<file path="src/rtl/lrau_pkg.sv">
// shared types, constants and helpers of the low-rank adapter update block
package lrau_pkg;

    localparam int MaxLen   = 64;
    localparam int MaxRank  = 16;
    localparam int IdxW     = $clog2(MaxLen);
    localparam int RIdxW    = $clog2(MaxRank);
    localparam int LenW     = 7;
    localparam int RankW    = 5;
    localparam int CntW     = $clog2(MaxRank + 1);
    localparam int AddrW    = IdxW + RIdxW;
    localparam int WordW    = 16;
    localparam int SumW     = 40;
    localparam int QDepth   = 4;
    localparam int QPtrW    = $clog2(QDepth);

    // command codes on the input tuser
    typedef enum logic [1:0] {
        CMD_WR_A = 2'd0,
        CMD_WR_B = 2'd1,
        CMD_ELEM = 2'd2,
        CMD_NONE = 2'd3
    } t_cmd;

    // configuration register indexes
    typedef enum logic [1:0] {
        REG_VEC_LEN    = 2'd0,
        REG_RANK       = 2'd1,
        REG_ALPHA      = 2'd2,
        REG_USER_SCALE = 2'd3
    } t_reg;

    // work kinds passed from front to back
    typedef enum logic [1:0] {
        OP_WR_A,
        OP_WR_B,
        OP_ELEM
    } t_op;

    typedef struct packed {
        logic [LenW-1:0]  vec_len;
        logic [RankW-1:0] rank;
        logic [15:0]      alpha;
        logic [15:0]      user_scale;
    } t_cfg;

    typedef struct packed {
        t_op              op;
        logic [AddrW-1:0] addr;
        logic [WordW-1:0] data;
        logic [WordW-1:0] base;
        logic             last;
    } t_qent;

    typedef enum logic [3:0] {
        ST_IDLE,
        ST_ACC,
        ST_DOT,
        ST_SCALE_D,
        ST_SCALE_LO,
        ST_SCALE_HI,
        ST_NORM,
        ST_DIV,
        ST_RESULT
    } t_state;

    // vector length clamped to 1..MaxLen
    function automatic logic [LenW-1:0] eff_len(input logic [LenW-1:0] v);
        logic [LenW-1:0] r;
        if (v == '0)
            r = LenW'(1);
        else if (v > LenW'(MaxLen))
            r = LenW'(MaxLen);
        else
            r = v;
        return r;
    endfunction

    // rank clamped to 1..MaxRank
    function automatic logic [RankW-1:0] eff_rank(input logic [RankW-1:0] v);
        logic [RankW-1:0] r;
        if (v == '0)
            r = RankW'(1);
        else if (v > RankW'(MaxRank))
            r = RankW'(MaxRank);
        else
            r = v;
        return r;
    endfunction

endpackage

</file>
<file path="src/rtl/lrau_front.sv">
// request intake: configuration registers, command decode and element counting
module lrau_front (
    input  logic            i_clk,
    input  logic            i_rst_n,
    input  logic            s_axis_tvalid,
    output logic            s_axis_tready,
    input  logic [63:0]     s_axis_tdata,
    input  logic [1:0]      s_axis_tuser,
    input  logic            i_cfg_valid,
    output logic            o_cfg_ready,
    input  logic [1:0]      i_cfg_index,
    input  logic [15:0]     i_cfg_data,
    output lrau_pkg::t_cfg  o_cfg,
    output logic            o_push,
    output lrau_pkg::t_qent o_push_ent,
    input  logic            i_full
);

    lrau_pkg::t_cfg                r_cfg;
    logic [lrau_pkg::LenW-1:0]     r_count;
    logic [lrau_pkg::LenW-1:0]     n_count;
    logic                          accept;
    lrau_pkg::t_cmd                cmd;
    logic [5:0]                    row;
    logic [5:0]                    col;
    logic [15:0]                   weight;
    logic [15:0]                   x_val;
    logic [15:0]                   base_val;
    logic [lrau_pkg::IdxW-1:0]     elem_n;
    logic                          elem_last;
    logic                          ent_ok;

    assign o_cfg_ready   = 1'b1;
    assign o_cfg         = r_cfg;
    assign s_axis_tready = !i_full;
    assign accept        = s_axis_tvalid && s_axis_tready;

    // field unpack
    assign cmd      = lrau_pkg::t_cmd'(s_axis_tuser);
    assign row      = s_axis_tdata[5:0];
    assign col      = s_axis_tdata[11:6];
    assign weight   = s_axis_tdata[27:12];
    assign x_val    = s_axis_tdata[43:28];
    assign base_val = s_axis_tdata[59:44];

    // element position, held at the last slot if the count runs over
    always_comb begin
        if (r_count >= lrau_pkg::LenW'(lrau_pkg::MaxLen - 1))
            elem_n = lrau_pkg::IdxW'(lrau_pkg::MaxLen - 1);
        else
            elem_n = r_count[lrau_pkg::IdxW-1:0];
        elem_last = (lrau_pkg::LenW'(elem_n) + lrau_pkg::LenW'(1))
                    >= lrau_pkg::eff_len(r_cfg.vec_len);
    end

    // classify the request into a queue entry
    always_comb begin
        o_push_ent.op   = lrau_pkg::OP_ELEM;
        o_push_ent.addr = lrau_pkg::AddrW'(elem_n);
        o_push_ent.data = x_val;
        o_push_ent.base = base_val;
        o_push_ent.last = elem_last;
        ent_ok          = 1'b0;
        n_count         = r_count;
        unique case (cmd)
            lrau_pkg::CMD_WR_A: begin
                o_push_ent.op   = lrau_pkg::OP_WR_A;
                o_push_ent.addr = {row[lrau_pkg::IdxW-1:0], col[lrau_pkg::RIdxW-1:0]};
                o_push_ent.data = weight;
                ent_ok          = (6'(col) < 6'(lrau_pkg::MaxRank));
            end
            lrau_pkg::CMD_WR_B: begin
                o_push_ent.op   = lrau_pkg::OP_WR_B;
                o_push_ent.addr = {row[lrau_pkg::RIdxW-1:0], col[lrau_pkg::IdxW-1:0]};
                o_push_ent.data = weight;
                ent_ok          = (6'(row) < 6'(lrau_pkg::MaxRank));
            end
            lrau_pkg::CMD_ELEM: begin
                ent_ok  = 1'b1;
                n_count = elem_last ? '0 : lrau_pkg::LenW'(elem_n) + lrau_pkg::LenW'(1);
            end
            lrau_pkg::CMD_NONE: begin
                ent_ok = 1'b0;
            end
            default: begin
                ent_ok = 1'b0;
            end
        endcase
    end

    assign o_push = accept && ent_ok;

    // element counter
    always_ff @(posedge i_clk) begin
        if (!i_rst_n) begin
            r_count <= '0;
        end else if (accept) begin
            r_count <= n_count;
        end
    end

    // configuration registers
    always_ff @(posedge i_clk) begin
        if (!i_rst_n) begin
            r_cfg.vec_len    <= lrau_pkg::LenW'(64);
            r_cfg.rank       <= lrau_pkg::RankW'(16);
            r_cfg.alpha      <= 16'd4096;
            r_cfg.user_scale <= 16'd256;
        end else if (i_cfg_valid) begin
            unique case (lrau_pkg::t_reg'(i_cfg_index))
                lrau_pkg::REG_VEC_LEN:    r_cfg.vec_len    <= i_cfg_data[lrau_pkg::LenW-1:0];
                lrau_pkg::REG_RANK:       r_cfg.rank       <= i_cfg_data[lrau_pkg::RankW-1:0];
                lrau_pkg::REG_ALPHA:      r_cfg.alpha      <= i_cfg_data;
                lrau_pkg::REG_USER_SCALE: r_cfg.user_scale <= i_cfg_data;
                default: begin
                end
            endcase
        end
    end

endmodule

</file>
<file path="config.mk">
export PLATFORM = sky130hd
export DESIGN_NAME = lrau_front
export DESIGN_NICKNAME = d
export VERILOG_FILES = /design/src/rtl/lrau_pkg.sv /design/src/rtl/lrau_front.sv
export SDC_FILE = /design/constraint.sdc
export NUM_CORES = 1
export LEC_CHECK = 0
export BUFFER_PORTS_ARGS = -buffer_cell sky130_fd_sc_hd__clkbuf_2
export CORE_MARGIN = 8
export CORE_UTILIZATION = 29
export CTS_CLUSTER_DIAMETER = 120
export CTS_CLUSTER_SIZE = 16
export DETAILED_ROUTE_END_ITERATION = 8
export SYNTH_ARGS = -nofsm -noshare
export SYNTH_HDL_FRONTEND = slang
export SYNTH_SLANG_ARGS = --single-unit
</file>
<file path="constraint.sdc">
create_clock -name i_clk -period 2.6 [get_ports i_clk]
set_input_delay 0.13 -clock i_clk [delete_from_list [all_inputs] [get_ports i_clk]]
set_output_delay 0.13 -clock i_clk [all_outputs]
set_load 0.05 [all_outputs]
</file>
==> key figures <==
Clocking
  • Insertion delay to the later sink of the worst-skew pair: 0.29 ns
  • TritonCTS Sinks: 51
  • Number of buffers on the longest clock path: 2
  • TritonCTS clock tree: built
  • Clock-pin transition on the worst setup and hold timing paths: 0.09 ns
  • CTS buffer count: 5
  • Clock root buffer master: clkbuf_8
  • # hold bufs at CTS: 0
  • Number of H-tree levels: 2

Job
  • Max-capacitance violation count: 0

Die
  • Total Die Area: 0.01255 mm^2
  • Die W: 112.0 um
  • Floorplan die height: 112.0 um
  • Initial cell density of the core: 0.2935
  • Area of the placeable core: 0.009109 mm^2
  • Number of rows in the core area: 35
  • Number of I/O pins: 181

Global route
  • Wire length of the first global-routing pass: 13360 um
  • Global router's overall resource usage: 0.1270
  • Largest net degree at the start of global routing: 47
  • Total congestion overflow after global routing: 0
  • Initial antenna violation count: 0
  • Via count of the first global-routing pass: 2721

Yosys
  • Syn Area/Cell: 8.029 um^2
  • Number of nets in the synthesized netlist: 430
  • Synthesized flop and latch total: 51
  • Number of instances in the synthesized netlist: 333
  • Portion of synthesized cell area occupied by the leading cell type: 0.3818
  • Proportion of synthesized flip-flops having asynchronous set or reset: 0
  • Sequential share of the synthesized area: 0.3818
  • Most common flop cell mapped by yosys: dfxtp_1
  • Warning count from the yosys run: 0
  • Cell type contributing the most total cell area after synthesis: dfxtp_1
  • Number of enable flip-flop cells after synthesis: 0
  • Post-Syn Area: 0.002674 mm^2
  • Leading cell types by total area after synthesis: dfxtp_1 (38%), nand2_1 (11%), a21oi_1 (8.4%), mux2_2 (7.2%), mux2i_1 (5.6%)
  • Number of distinct library cells after synthesis: 42

Worst setup path
  • Critical-path cell list: or2_4, ha_4, and4b_1, a21oi_2, o22ai_2, ha_1, nand4_1, o221a_4, inv_4, buf_12
  • Kind of start point of the critical path: register
  • Category of the worst setup path capture point: primary output
  • Crit-path slowest cell: dfxtp_2
  • Total buffers and inverters traversed by the critical path: 2
  • Family with the most delay on the worst path: simple AND/OR/NAND/NOR gates
  • Max incr delay on CP: 0.34 ns
  • Largest fanout on the critical path: 6
  • Class of the most critical setup path: register to primary output
  • Required time worst endpoint: 2.47 ns
  • Arrival time of the worst setup path: 2.41 ns

Min path
  • Worst min-delay path category: primary input to register

Routing
  • Average routed wire per standard cell: 14.86 um
  • Highest metal layer with signal wires: met4
  • Post-route DRC: 0
  • Post-detailed-routing wire length: 8411 um
  • Number of search-and-repair iterations in the first detailed-routing pass: 4
  • Total via count in the routed design: 2711
  • DRT iter0 DRCs: 109
  • Final antenna-violating net count: 0
  • Met2 WL post-DR: 4355 um
  • Wire length on met3: 663 um
  • Met1 wire length: 3254 um
  • Routed via count divided by cell count: 4.790

Pwr
  • Maximum vdd ir drop: 0.0003079 V
  • Leakage Power: 1.665 nW
  • Pwr dens: 492.3 mW/mm^2

STA
  • Min Clock Period, post-route: 2.538 ns
  • Clock skew: 0.003368 ns
  • Final worst-path cycle share: 0.9761
  • Max Clk Rate: 394.0 MHz
  • Actual slew at the worst max-slew pin: 0.8021 ns
  • RSZ-0062 raised after global routing: true
  • Final max-slew violation count: 0
  • Count of endpoints failing setup in the final report: 0
  • Slew HR: 0.4645
  • Final count of hold timing violations: 0
  • Worst hold margin: 0.05438 ns

Final layout
  • Total number of nets in the final design: 553
  • Finished Core Util: 0.3867
  • Number of antenna diodes: 0
  • Area growth from synthesis to final layout: 31.73%
  • Total of fill cells in the finished design: 950
  • Share of cells above drive strength 1: 0.4242

Placement
  • Half-perimeter wire length after placement: 6649 um
  • Number of buffers added on ports: 143
  • Final Wtd Congestion: 0.8097

Run status
  • Outcome: complete, no violations
## cells in the final DEF (no fill, tap or decap), types with 3 or more instances in the layout
master,Yosys,routed
clkbuf_2,0,142
nand2_1,80,80
dfxtp_1,51,49
a21oi_1,45,43
nor2_1,27,26
mux2_2,17,17
mux2i_1,15,15
buf_4,19,10
nand3_1,9,9
ha_1,8,7
clkbuf_8,0,5
nor2b_1,4,4
and3_1,3,3
a21oi_2,1,3
nor3_1,3,3
## flip-flops by register name (all words and copies together) (netlist names)
signal	flops
o_cfg	44
r_count	7
## cell families after synthesis
group,Yosys count,synth area share
and+or+nand+nor,139,0.2312
AOI/OAI and AO/OA,58,0.1254
DFF,51,0.3818
buffers and inverters,42,0.08844
muxes,32,0.1277
adders and majority gates,8,0.03744
xor gates and xnor gates,2,0.006552
other,1,0.001402
## worst paths after layout
kind	start	to	slack [ns]	cells past startpoint
setup / recovery	r_count[1]	o_push_ent[0]	0.06	10
hold / removal	i_cfg_data[15]	o_cfg[15]	0.05	3
setup reg to reg	r_count[1]	r_count[2]	0.16	10
hold reg to reg	o_cfg[25]	o_cfg[25]	0.46	2
## per-stage QoR
step	worst slack [ns]	TNS (ns)	total power, mW	instance area [um^2]	cells
after detailed placement	0.02502	0	1.319	3378	557
after CTS	0.01902	0	1.744	3472	563
after floorplan	0.01059	0	1.236	2674	333
final	0.06212	0	1.734	3522	566
after global placement	0.09241	0	1.313	3378	557
after global routing	-0.04897	-0.04897	1.807	3522	566
## power by group
part	internal (mW)	switching, mW
Clock	0.179	0.252
Sequential	0.805	0.0151
Combinational	0.141	0.341
Total	1.13	0.609
## worst min-delay path, cell delays in order
cell	delay, ns
clkbuf_2	0.09
nand2_1	0.05
a21oi_1	0.05
## per-layer routing
metal	GRT usage	up-vias
met5	0	-
met2	0.2367	95
met3	0.04294	12
met1	0.1322	1256
met4	0.03687	0
li1	-	1348
## cell type report
class | instances | area, um^2 | share of cell area
Tap cell | 111 | 138.9 | 0.03943
Timing Repair Buffer | 153 | 805.8 | 0.2288
Clock buffer | 5 | 68.82 | 0.01954
Sequential cell | 51 | 1023 | 0.2906
Inverter | 5 | 21.27 | 0.006039
Multi-Input combinational cell | 240 | 1456 | 0.4135
Clock inverter | 1 | 7.507 | 0.002131
## synthesized netlist by cell type, drive strengths merged, types with 2 or more instances
library cell,instances
a211oi,2
a21oi,46
and3,3
buf,28
clkbuf,9
dfxtp,51
ha,8
inv,5
mux2,17
mux2i,15
nand2,80
nand3,9
nand3b,2
nor2,27
nor2b,4
nor3,3
or2,3
## what timing repair did
| action | 4_1_cts | 5_1_grt |
|---|---|---|
| setup endpoints to repair | 2 | 2 |
| buffers inserted | 0 | 3 |
| resized for setup | 4 | 8 |
| pin swaps | 0 | 3 |
| cloned | 0 | 0 |
| hold endpoints to repair | 0 | 0 |
(Power assumes the default switching activity.)
