File: config.mk
export PLATFORM = sky130hd
export DESIGN_NAME = lrau_fifo
export DESIGN_NICKNAME = d
export VERILOG_FILES = /design/src/rtl/lrau_pkg.sv /design/src/rtl/lrau_fifo.sv
export SDC_FILE = /design/constraint.sdc
export NUM_CORES = 1
export LEC_CHECK = 0
export ABC_AREA = 1
export BUFFER_PORTS_ARGS = -buffer_cell sky130_fd_sc_hd__buf_2
export CORE_MARGIN = 1.5
export CORE_UTILIZATION = 55
export CTS_CLUSTER_DIAMETER = 200
export CTS_CLUSTER_SIZE = 40
export DETAILED_ROUTE_END_ITERATION = 7
export GPL_TIMING_DRIVEN = 0
export MAX_ROUTING_LAYER = met4
export PLACE_DENSITY = 0.77
export SLEW_MARGIN = 20
export SYNTH_ARGS = -nofsm -noshare
export SYNTH_HDL_FRONTEND = slang
export SYNTH_SLANG_ARGS = --single-unit
File: constraint.sdc
create_clock -name i_clk -period 4.49 [get_ports i_clk]
set_input_delay 0.449 -clock i_clk [delete_from_list [all_inputs] [get_ports i_clk]]
set_output_delay 0.449 -clock i_clk [all_outputs]
set_load 0.02 [all_outputs]
File: src/rtl/lrau_pkg.sv
// shared types, constants and helpers of the low-rank adapter update block
package lrau_pkg;

    localparam int MaxLen   = 64;
    localparam int MaxRank  = 16;
    localparam int IdxW     = $clog2(MaxLen);
    localparam int RIdxW    = $clog2(MaxRank);
    localparam int LenW     = 7;
    localparam int RankW    = 5;
    localparam int CntW     = $clog2(MaxRank + 1);
    localparam int AddrW    = IdxW + RIdxW;
    localparam int WordW    = 16;
    localparam int SumW     = 40;
    localparam int QDepth   = 4;
    localparam int QPtrW    = $clog2(QDepth);

    // command codes on the input tuser
    typedef enum logic [1:0] {
        CMD_WR_A = 2'd0,
        CMD_WR_B = 2'd1,
        CMD_ELEM = 2'd2,
        CMD_NONE = 2'd3
    } t_cmd;

    // configuration register indexes
    typedef enum logic [1:0] {
        REG_VEC_LEN    = 2'd0,
        REG_RANK       = 2'd1,
        REG_ALPHA      = 2'd2,
        REG_USER_SCALE = 2'd3
    } t_reg;

    // work kinds passed from front to back
    typedef enum logic [1:0] {
        OP_WR_A,
        OP_WR_B,
        OP_ELEM
    } t_op;

    typedef struct packed {
        logic [LenW-1:0]  vec_len;
        logic [RankW-1:0] rank;
        logic [15:0]      alpha;
        logic [15:0]      user_scale;
    } t_cfg;

    typedef struct packed {
        t_op              op;
        logic [AddrW-1:0] addr;
        logic [WordW-1:0] data;
        logic [WordW-1:0] base;
        logic             last;
    } t_qent;

    typedef enum logic [3:0] {
        ST_IDLE,
        ST_ACC,
        ST_DOT,
        ST_SCALE_D,
        ST_SCALE_LO,
        ST_SCALE_HI,
        ST_NORM,
        ST_DIV,
        ST_RESULT
    } t_state;

    // vector length clamped to 1..MaxLen
    function automatic logic [LenW-1:0] eff_len(input logic [LenW-1:0] v);
        logic [LenW-1:0] r;
        if (v == '0)
            r = LenW'(1);
        else if (v > LenW'(MaxLen))
            r = LenW'(MaxLen);
        else
            r = v;
        return r;
    endfunction

    // rank clamped to 1..MaxRank
    function automatic logic [RankW-1:0] eff_rank(input logic [RankW-1:0] v);
        logic [RankW-1:0] r;
        if (v == '0)
            r = RankW'(1);
        else if (v > RankW'(MaxRank))
            r = RankW'(MaxRank);
        else
            r = v;
        return r;
    endfunction

endpackage

File: src/rtl/lrau_fifo.sv
// short request queue between the front and the back
module lrau_fifo (
    input  logic            i_clk,
    input  logic            i_rst_n,
    input  logic            i_push,
    input  lrau_pkg::t_qent i_push_ent,
    input  logic            i_pop,
    output lrau_pkg::t_qent o_head,
    output logic            o_empty,
    output logic            o_full
);

    lrau_pkg::t_qent                 r_mem [lrau_pkg::QDepth];
    logic [lrau_pkg::QPtrW-1:0]      r_wp;
    logic [lrau_pkg::QPtrW-1:0]      r_rp;
    logic [lrau_pkg::QPtrW:0]        r_cnt;

    assign o_empty = (r_cnt == '0);
    assign o_full  = (r_cnt == (lrau_pkg::QPtrW+1)'(lrau_pkg::QDepth));
    assign o_head  = r_mem[r_rp];

    // storage
    always_ff @(posedge i_clk) begin
        if (i_push) begin
            r_mem[r_wp] <= i_push_ent;
        end
    end

    // pointers and fill level
    always_ff @(posedge i_clk) begin
        if (!i_rst_n) begin
            r_wp  <= '0;
            r_rp  <= '0;
            r_cnt <= '0;
        end else begin
            if (i_push) r_wp <= r_wp + 1'b1;
            if (i_pop)  r_rp <= r_rp + 1'b1;
            if (i_push && !i_pop)
                r_cnt <= r_cnt + 1'b1;
            else if (!i_push && i_pop)
                r_cnt <= r_cnt - 1'b1;
        end
    end

endmodule

==> flow_summary.toml, run 1 <==
[run_status]
outcome = "finished, final reports clean"

[worst_setup_path]
crit_path_end_kind = "primary output"
worst_ep_arrival_time_ns = 1.77
crit_fanout = 10
setup.worst_path.class = "flop to primary output"
cp.required_ns = 4.04
startpoint_type = "flop"

[routing]
drc_errors = 0
vias = 4426
antenna_left = 0
drtIter0Drc = 401
drt-vias-per-instance = 5.57
routed_wl_um = 14800
drt_first_pass_iters = 5
wl_per_cell_um = 18.6

[timing]
finalCritPeriodShare = 0.494
rsz0062_at_grt = "no"
slew_violations = 0
max_slew_margin = 0.568
hold_viol = 0
finClkSkew_ns = 0.00952
fin_tns_setup_ns = 0
period_minus_slack_ns = 2.22
setup_viol_count_final = 0
clock.fmax_mhz = 451
finalWorstSetupSlack_ns = 2.27
tightest_slew_ns = 0.648

[layout]
final_cell_area_um2 = 8610
final_nets = 665
drive_gt1_frac = 0.258
final_common_cell = "edfxtp_1"
most-common-layout-cells = "180 x edfxtp_1, 103 x buf_2, 95 x nor2_1"
n_antenna_cell = 0
area_growth_pct = 18.7

[die]
rows = 41
io_pins = 96
fp.dieW_um = 118
die_area_um2 = 13900
start_util = 0.570
die_height_um = 118
coreArea_um2 = 12700

[synth]
ys_warn_count = 0
synth_seq_area_share = 0.771
ys_types = 21
synthFlopType = "edfxtp_1"
syn_area_per_cell_um2 = 14.7
yosys_register_bits = 189
async_reset_ff_frac = 0
syn_inst = 493
synth-edff-count = 180
syn_area_um2 = 7250
mappedNetlistNets = 548

[place]
gp_congestion = 0.735
post-place-ws_ns = 2.72
dpl-instance-area_um2 = 8000
dp_hpwl_um = 9030
port_buffers = 95

[clocking]
cts_max_level = 4
cts_root_buf = "clkbuf_16"
cts_made_buffers = 17
clkLatencyLatePin_ns = 0.43
post_cts_resized = 0
ctsHoldBuffers = 0
cts_tree = "built"
clk_path_buf_depth = 2
clk_pin_slew_ns = 0.06
post_cts_buffers = 0
clkSinkCount = 189

[global_route]
grt_max_degree = 46
grt_pass1_vias = 4507
grt_pass1_wl_um = 23100
antenna_found_initial = 0
gr-total-overflow = 0
grtUsageTotal = 0.229

[pwr]
power-per-cell-area_nw_per_um2 = 465
p_leak_nw = 3.12
ir_drop_uv = 419

[hold_path]
hold_path_class = "input pin to flop"

[job]
maxCapViolations = 0
[final timing paths]
check,from,endpoint,slack (ns),cells after the start
setup / recovery,flop,o_head[21],2.27,6
hold / removal,i_push_ent[25],r_mem[3][25],0.23,1
setup reg to reg,r_wp[0],r_mem[2][8],2.84,5
hold reg to reg,r_rp[1],flop,0.46,1
[layout make-up]
cell class / count / area (µm²)
fillers: 898 / 4120
multi-input cells: 259 / 1280
clock buffers: 19 / 433
well taps: 172 / 215
inverters: 17 / 80.1
plain buffers: 28 / 309
flip-flops and latches: 189 / 5590
clock inverters: 13 / 173
repair buffers: 98 / 536
[per-layer routing]
metal / vias up / wire, µm / track usage / share of wire
met1: 2177 / 6350 / 0.289 / 0.43
met5: - / 0 / - / 0
met3: 21 / 678 / 0.0514 / 0.046
li1: 2072 / - / - / -
met2: 156 / 7570 / 0.370 / 0.51
met4: 0 / 233 / 0.0823 / 0.016
[state kept, by name (all words and copies together), names as in the netlist, named ones only]
name,count
r_cnt,3
r_mem,180
r_rp,2
r_wp,2
[cells in the mapped netlist (5+ instances only)]
library cell,n,area (µm²)
o21ai_0,36,180
nand2_1,9,33.8
nor2_1,95,357
edfxtp_1,180,5410
o22ai_1,45,282
dfxtp_1,9,180
inv_1,15,56.3
buf_6,7,78.8
buf_12,5,100
o21ai_1,60,300
ha_1,5,62.6
buf_2,8,40.0
[cell families (layout without fill, tap and decap cells)]
group                    count (synthesis)  count (layout)  share of synthesized area
AO/OA/AOI/OAI                          145             145                      0.108
flip-flops                             189             189                      0.771
adder cells (fa/ha/maj)                  6               6                     0.0114
buffers and inverters                   45             175                     0.0533
AND/OR/NAND/NOR                        108             108                     0.0568
[per-stage QoR]
| step | power [mW] | util | hold WS [ns] | cells |
|---|---|---|---|---|
| final | 4.00 | 0.677 | 0.234 | 795 |
| after global routing | 4.13 | 0.677 | 0.222 | 795 |
| after CTS | 4.02 | 0.677 | 0.217 | 795 |
| after detailed placement | 2.52 | 0.629 | 0.456 | 763 |
| after global placement | 2.50 | 0.624 | 0.427 | 760 |
| after floorplan | 2.34 | - | 0.412 | 493 |
[power by group]
group / total, mW / internal, mW / switching (mW)
Combinational: 0.450 / 0.152 / 0.298
Clock: 1.52 / 0.924 / 0.597
Sequential: 2.03 / 2.01 / 0.0214
Total: 4.00 / 3.09 / 0.916
[critical path: stages, from the launching register on]
cell and delay, ns:
dfxtp_1 0.31, buf_6 0.14, clkinv_2 0.11, buf_2 0.26, o21ai_1 0.10, o22ai_1 0.22
buf_2 0.22
Note: power is estimated with default switching activity, not from simulation.
==> run 2: changes to the inputs <==
--- a/config.mk
+++ b/config.mk
@@ -5,16 +5,16 @@
 export SDC_FILE = /design/constraint.sdc
 export NUM_CORES = 1
 export LEC_CHECK = 0
-export ABC_AREA = 1
+export ABC_AREA = 0
 export BUFFER_PORTS_ARGS = -buffer_cell sky130_fd_sc_hd__buf_2
 export CORE_MARGIN = 1.5
-export CORE_UTILIZATION = 55
+export CORE_UTILIZATION = 51
 export CTS_CLUSTER_DIAMETER = 200
 export CTS_CLUSTER_SIZE = 40
 export DETAILED_ROUTE_END_ITERATION = 7
 export GPL_TIMING_DRIVEN = 0
 export MAX_ROUTING_LAYER = met4
-export PLACE_DENSITY = 0.77
+export PLACE_DENSITY = 0.75
 export SLEW_MARGIN = 20
 export SYNTH_ARGS = -nofsm -noshare
 export SYNTH_HDL_FRONTEND = slang
==> constraint.sdc (replaced) <==
create_clock -name i_clk -period 1.8 [get_ports i_clk]
set_input_delay 0.18 -clock i_clk [delete_from_list [all_inputs] [get_ports i_clk]]
set_output_delay 0.18 -clock i_clk [all_outputs]
set_load 0.02 [all_outputs]
==> run 2 against run 1 <==
The flow now finishes with violations (negative setup slack). Critical endpoint is now o_head[2]. Combinational power rose to 3.3 times the previous value. Sequential share of layout area down 4.1 points. Highest routed layer unchanged. Via count down 26%. Sequential power rose to 2.5 times the previous value. Die area up 4.0%. Design area up 6.8%. Sequential cell count unchanged. Register-to-register slack worse by 2.6 ns. Global-route usage down 4.3 points. Clock skew down 0.0035 ns. Non-clock buffer count up 32.
==> flow_summary.toml, run 2 <==
[synth]
synthFlopType = "edfxtp_1"
netlist_top_cells_count = "180 x edfxtp_1, 40 x mux4_2, 9 x and2_1, 9 x dfxtp_1"
synth_area_leaders = "edfxtp_1 77%, mux4_2 13%, dfxtp_1 2.6%"
synthMostInstantiatedCell = "edfxtp_1"
yosys_register_bits = 189
synth_top_family_by_area = "multiplexers"
synthSimpleGateAreaFrac = 0.0130
syn_area_um2 = 7000
synthMuxAreaShare = 0.150
yosys.area_share.xor_xnor = 0.00626
synth-edff-count = 180
synthAdderAreaFrac = 0.0118
ys_types = 22
syn_inst = 278
mappedNetlistNets = 333
synth_top_area_cell = "edfxtp_1"
synth_compound_area_frac = 0.00179
async_reset_ff_frac = 0
synth_seq_area_share = 0.798
synth_top_area_frac = 0.772
syn_area_per_cell_um2 = 25.2
ys_warn_count = 0

[layout]
final_nets = 500
area_growth_pct = 31.3
drive_gt1_frac = 0.415
final_common_cell = "edfxtp_1"
multi_input_area_um2 = 1270
fin_util = 0.691
fillCellCount = 844
regMostFlops = "r_mem"
ff_latch_area_um2 = 5590
instances_no_fill = 634
n_antenna_cell = 0
largest_reg_flops = 180
most-common-layout-cells = "180 x edfxtp_1, 50 x buf_2, 46 x buf_6"
reg_top3 = "r_mem: 180 flops, r_cnt: 3 flops"

[clocking]
clkSinkCount = 189
clk_pin_slew_ns = 0.06
cts_made_buffers = 17
clkLatencyLatePin_ns = 0.42
clk_path_buf_depth = 2
cts_tree = "built"
cts_root_buf = "clkbuf_16"
cts_max_level = 4

[die]
die_height_um = 120
fp.dieW_um = 120
rows = 42
coreArea_um2 = 13300
io_pins = 96
start_util = 0.526
die_area_um2 = 14400

[pwr]
p_leak_nw = 3.20
power-per-cell-area_nw_per_um2 = 1110
ir_drop_uv = 661
power.total_mw = 10.2

[worst_setup_path]
cp.required_ns = 1.62
startpoint_type = "flop"
r2r_end = "r_mem[0][22]"
r2r_cells = 3
crit_fanout = 5
reg2reg_from = "r_wp[0]"
crit_path_end_kind = "primary output"
worst_ep_arrival_time_ns = 1.79
setup.worst_path.class = "flop to primary output"
worst-r2r-setup-slack_ns = 0.20

[routing]
drt-vias-per-instance = 5.20
vias = 3296
wl_per_cell_um = 20.0
drtIter0Drc = 302
drc_errors = 0
routed_wl_um = 12700
antenna_left = 0
drt_first_pass_iters = 4

[timing]
fin_tns_setup_ns = -6.08
finalCritPeriodShare = 1.10
clock.fmax_mhz = 507
slew_violations = 0
finClkSkew_ns = 0.00606
setup_viol_count_final = 45
tightest_slew_ns = 0.739
hold_viol = 0
max_slew_margin = 0.508
finalWorstSetupSlack_ns = -0.171
rsz0062_at_grt = "yes"
period_minus_slack_ns = 1.97

[hold_path]
hold_path_class = "input pin to flop"
hp-start = "i_rst_n"
hold_end = "r_rp[0]"
holdPathStages = 2

[place]
gp_congestion = 0.708
post-place-ws_ns = 0.0955
port_buffers = 95
dp_hpwl_um = 6510
dp_cells = 549

[global_route]
met2_usage = 0.299
antenna_found_initial = 0
gr-total-overflow = 0
grt_pass1_wl_um = 18800
grt_use_met1 = 0.232
gr-max-usage-layer = "met2"
grt_pass1_vias = 3565
grtUsageMet3 = 0.0423
grtUsageTotal = 0.186
grt_max_degree = 46

[run_status]
outcome = "finished with violations"
failed_checks = "negative setup slack"

[job]
maxCapViolations = 0
run 2: power breakdown:
group          leakage [nW]  internal, mW  switching (mW)
logic                  1.18         0.782           0.698
clock network         0.288          2.18            1.47
registers              1.73          5.05          0.0691
total                  3.20          8.01            2.24
run 2: logic make-up after synthesis:
family	Yosys count
AO/OA/AOI/OAI	2
XOR/XNOR	5
adder cells (fa/ha/maj)	6
buffers and inverters	14
flip-flops	189
multiplexers	47
AND/OR/NAND/NOR	15
run 2: cell type report:
cell class,instances,area share
multi-input combinational,75,0.139
clock inverter,5,0.00572
buffer,10,0.0150
inverter,4,0.00163
timing repair buffer,148,0.149
sequential,189,0.608
tap,176,0.0240
clock buffer,27,0.0583
run 2: through the flow:
stage / cell area (µm²) / hold slack [ns]
CTS: 8820 / 0.0351
global placement: 7700 / 0.390
global route: 9190 / 0.0442
finish: 9190 / 0.0522
floorplan: 7000 / 0.279
detailed placement: 7700 / 0.396
run 2: critical path, cell delays in order (launching register included):
cell and delay (ns):
dfxtp_4 0.38, buf_12 0.15, clkbuf_16 0.16, mux4_2 0.52, buf_6 0.15
run 2: worst max path at each step:
stage / from / end / slack, ns / cells after the start
after detailed placement: i_push / r_cnt[2] / 0.1 / 7
after global placement: r_wp[0] / r_mem[0][7] / -0.21 / 3
after CTS: flop / o_head[36] / -0.18 / 4
after global routing: flop / o_head[2] / -0.23 / 4
after floorplan: r_wp[0] / r_mem[2][0] / 0.25 / 3
final: flop / o_head[2] / -0.17 / 4
run 2: repair_timing:
item | 4_1_cts | 5_1_grt
gates cloned | 1 | 5
resized for setup | 24 | 84
setup buffers | 2 | 1
hold buffers | 45 | 0
hold endpoints to repair | 180 | 0
setup endpoints to repair | 45 | 45
run 2: routing by layer:
layer	up-vias	wire (µm)
li1	1504	-
met1	1683	5560
met2	96	6410
met3	13	517
met4	0	167
met5	-	0
==> run 3: changes to the inputs <==
--- a/config.mk
+++ b/config.mk
@@ -15,6 +15,7 @@
 export GPL_TIMING_DRIVEN = 0
 export MAX_ROUTING_LAYER = met4
 export PLACE_DENSITY = 0.75
+export SETUP_SLACK_MARGIN = 0.5
 export SLEW_MARGIN = 20
 export SYNTH_ARGS = -nofsm -noshare
 export SYNTH_HDL_FRONTEND = slang
==> run 3 against run 2 <==
The flow still finishes with violations (negative setup slack). Power increased by 5.8%. Sequential share of layout area decreased by 2.5 points. Combinational power increased by 11%. Via count increased by 7.4%. Critical path type unchanged. Critical path depth unchanged. Register-to-register slack improved by 0.17 ns. Global-route usage increased by 2.6 points. Clock power increased by 12%.
==> flow_summary.toml, run 3 (synthesized netlist as in run 2, its figures left out) <==
[hold_path]
hold_path_class = "input pin to flop"
holdPathStages = 2

[run_status]
failed_checks = "negative setup slack"
outcome = "finished with violations"

[worst_setup_path]
cp.required_ns = 1.62
crit_fanout = 6
crit_path_end_kind = "primary output"
setup.worst_path.class = "flop to primary output"
slowest_stage = "mux4_2"
crit_top_cell = "buf_12"
path_delay_family = "multiplexers"
startpoint_type = "flop"
path_cells = "buf_12 > buf_12 > mux4_2 > buf_6"
r2r_cells = 4
max_stage_delay_ns = 0.53
worst_ep_arrival_time_ns = 1.78
cp_num_buf_inv = 3
critical_path_depth = 4

[layout]
final_nets = 526
regMostFlops = "r_mem"
drive_gt1_frac = 0.481
fillCellCount = 798
most-common-layout-cells = "180 x edfxtp_1, 48 x buf_6, 48 x buf_2"
final_common_cell = "edfxtp_1"
area_growth_pct = 37.2
reg_top3 = "r_mem: 180 flops, r_cnt: 3 flops"
largest_reg_flops = 180

[timing]
finClkSkew_ns = 0.0103
clock.fmax_mhz = 509
setup_viol_count_final = 45
finalWorstSetupSlack_ns = -0.163
slew_violations = 0
max_slew_margin = 0.762
rsz0062_at_grt = "yes"
hold_viol = 0
tightest_slew_ns = 0.358
finalCritPeriodShare = 1.09
fin_tns_setup_ns = -6.14
period_minus_slack_ns = 1.96

[die]
rows = 42
die_height_um = 120
coreArea_um2 = 13300
fp.dieW_um = 120
die_area_um2 = 14400
start_util = 0.526
io_pins = 96

[routing]
drt_first_pass_iters = 4
wl_per_cell_um = 22.0
antenna_left = 0
routed_wl_um = 14500
drt-vias-per-instance = 5.36
drtIter0Drc = 257
drc_errors = 0
vias = 3541

[global_route]
grt_max_degree = 26
grt_pass1_vias = 3695
grtUsageTotal = 0.212
grt_pass1_wl_um = 20800
antenna_found_initial = 1
gr-total-overflow = 0

[place]
dp_hpwl_um = 6640
port_buffers = 95
gp_congestion = 0.694
post-place-ws_ns = 0.162

[clocking]
cts_root_buf = "clkbuf_16"
clk_pin_slew_ns = 0.06
cts_max_level = 4
cts_tree = "built"
clk_path_buf_depth = 2
cts_made_buffers = 17
clkSinkCount = 189
clkLatencyLatePin_ns = 0.43

[job]
maxCapViolations = 0

[pwr]
p_leak_nw = 3.34
ir_drop_uv = 671
power-per-cell-area_nw_per_um2 = 1130
-- run 3: routing by layer --
metal | part of all wire | track usage | up-vias
met4 | 0.010 | 0.0692 | 0
met1 | 0.40 | 0.265 | 1838
met5 | 0 | - | -
met2 | 0.54 | 0.346 | 102
met3 | 0.055 | 0.0537 | 13
li1 | - | - | 1588
-- run 3: area by class of cell --
| type | instances | area, µm² | area share |
|---|---|---|---|
| sequential | 189 | 5600 | 0.583 |
| timing repair buffer | 148 | 1370 | 0.143 |
| inverter | 4 | 30.0 | 0.00313 |
| clock buffer | 17 | 425 | 0.0443 |
| tap | 176 | 220 | 0.0229 |
| antenna | 1 | 2.50 | 0.000261 |
| clock inverter | 15 | 225 | 0.0235 |
| buffer | 10 | 145 | 0.0151 |
| multi-input combinational | 101 | 1580 | 0.164 |
-- run 3: power breakdown --
group          total [mW]  switching, mW  internal (mW)
sequential           5.12         0.0733           5.05
clock                4.07           1.50           2.57
combinational        1.64          0.775          0.866
total                10.8           2.35           8.49
-- run 3: through the flow --
| step | hold slack (ns) | std cells | total power [mW] | instance area (µm²) | util |
|---|---|---|---|---|---|
| after floorplan | 0.279 | 278 | 5.94 | 7040 | - |
| after global placement | 0.390 | 549 | 6.29 | 7730 | 0.582 |
| after detailed placement | 0.399 | 549 | 6.33 | 7730 | 0.582 |
| after CTS | 0.0219 | 648 | 10.7 | 9180 | 0.690 |
| after global routing | 0.0453 | 661 | 11.2 | 9600 | 0.722 |
| final | 0.0387 | 661 | 10.8 | 9600 | 0.722 |
-- run 3: worst paths after layout --
check	from	to	slack [ns]
hold reg to reg	r_cnt[2]	r_cnt[2]	0.53
setup reg to reg	r_cnt[0]	r_cnt[2]	0.37
hold / removal	i_rst_n	r_wp[0]	0.04
setup / recovery	flop	o_head[5]	-0.16
-- run 3: what timing repair did --
action                     in CTS  in global routing
hold endpoints to repair      180                  0
pin swaps                       3                  2
hold buffers                   45                  0
setup endpoints to repair     228                151
buffers inserted                3                  0
cloned                         19                 12
gates resized for setup        63                 87
-- run 3: worst register-to-register path, stage by stage (launching register included) --
cell      delay (ns)
dfxtp_4         0.37
fa_2            0.37
xor2_2          0.16
or3_1           0.34
a21boi_1        0.13
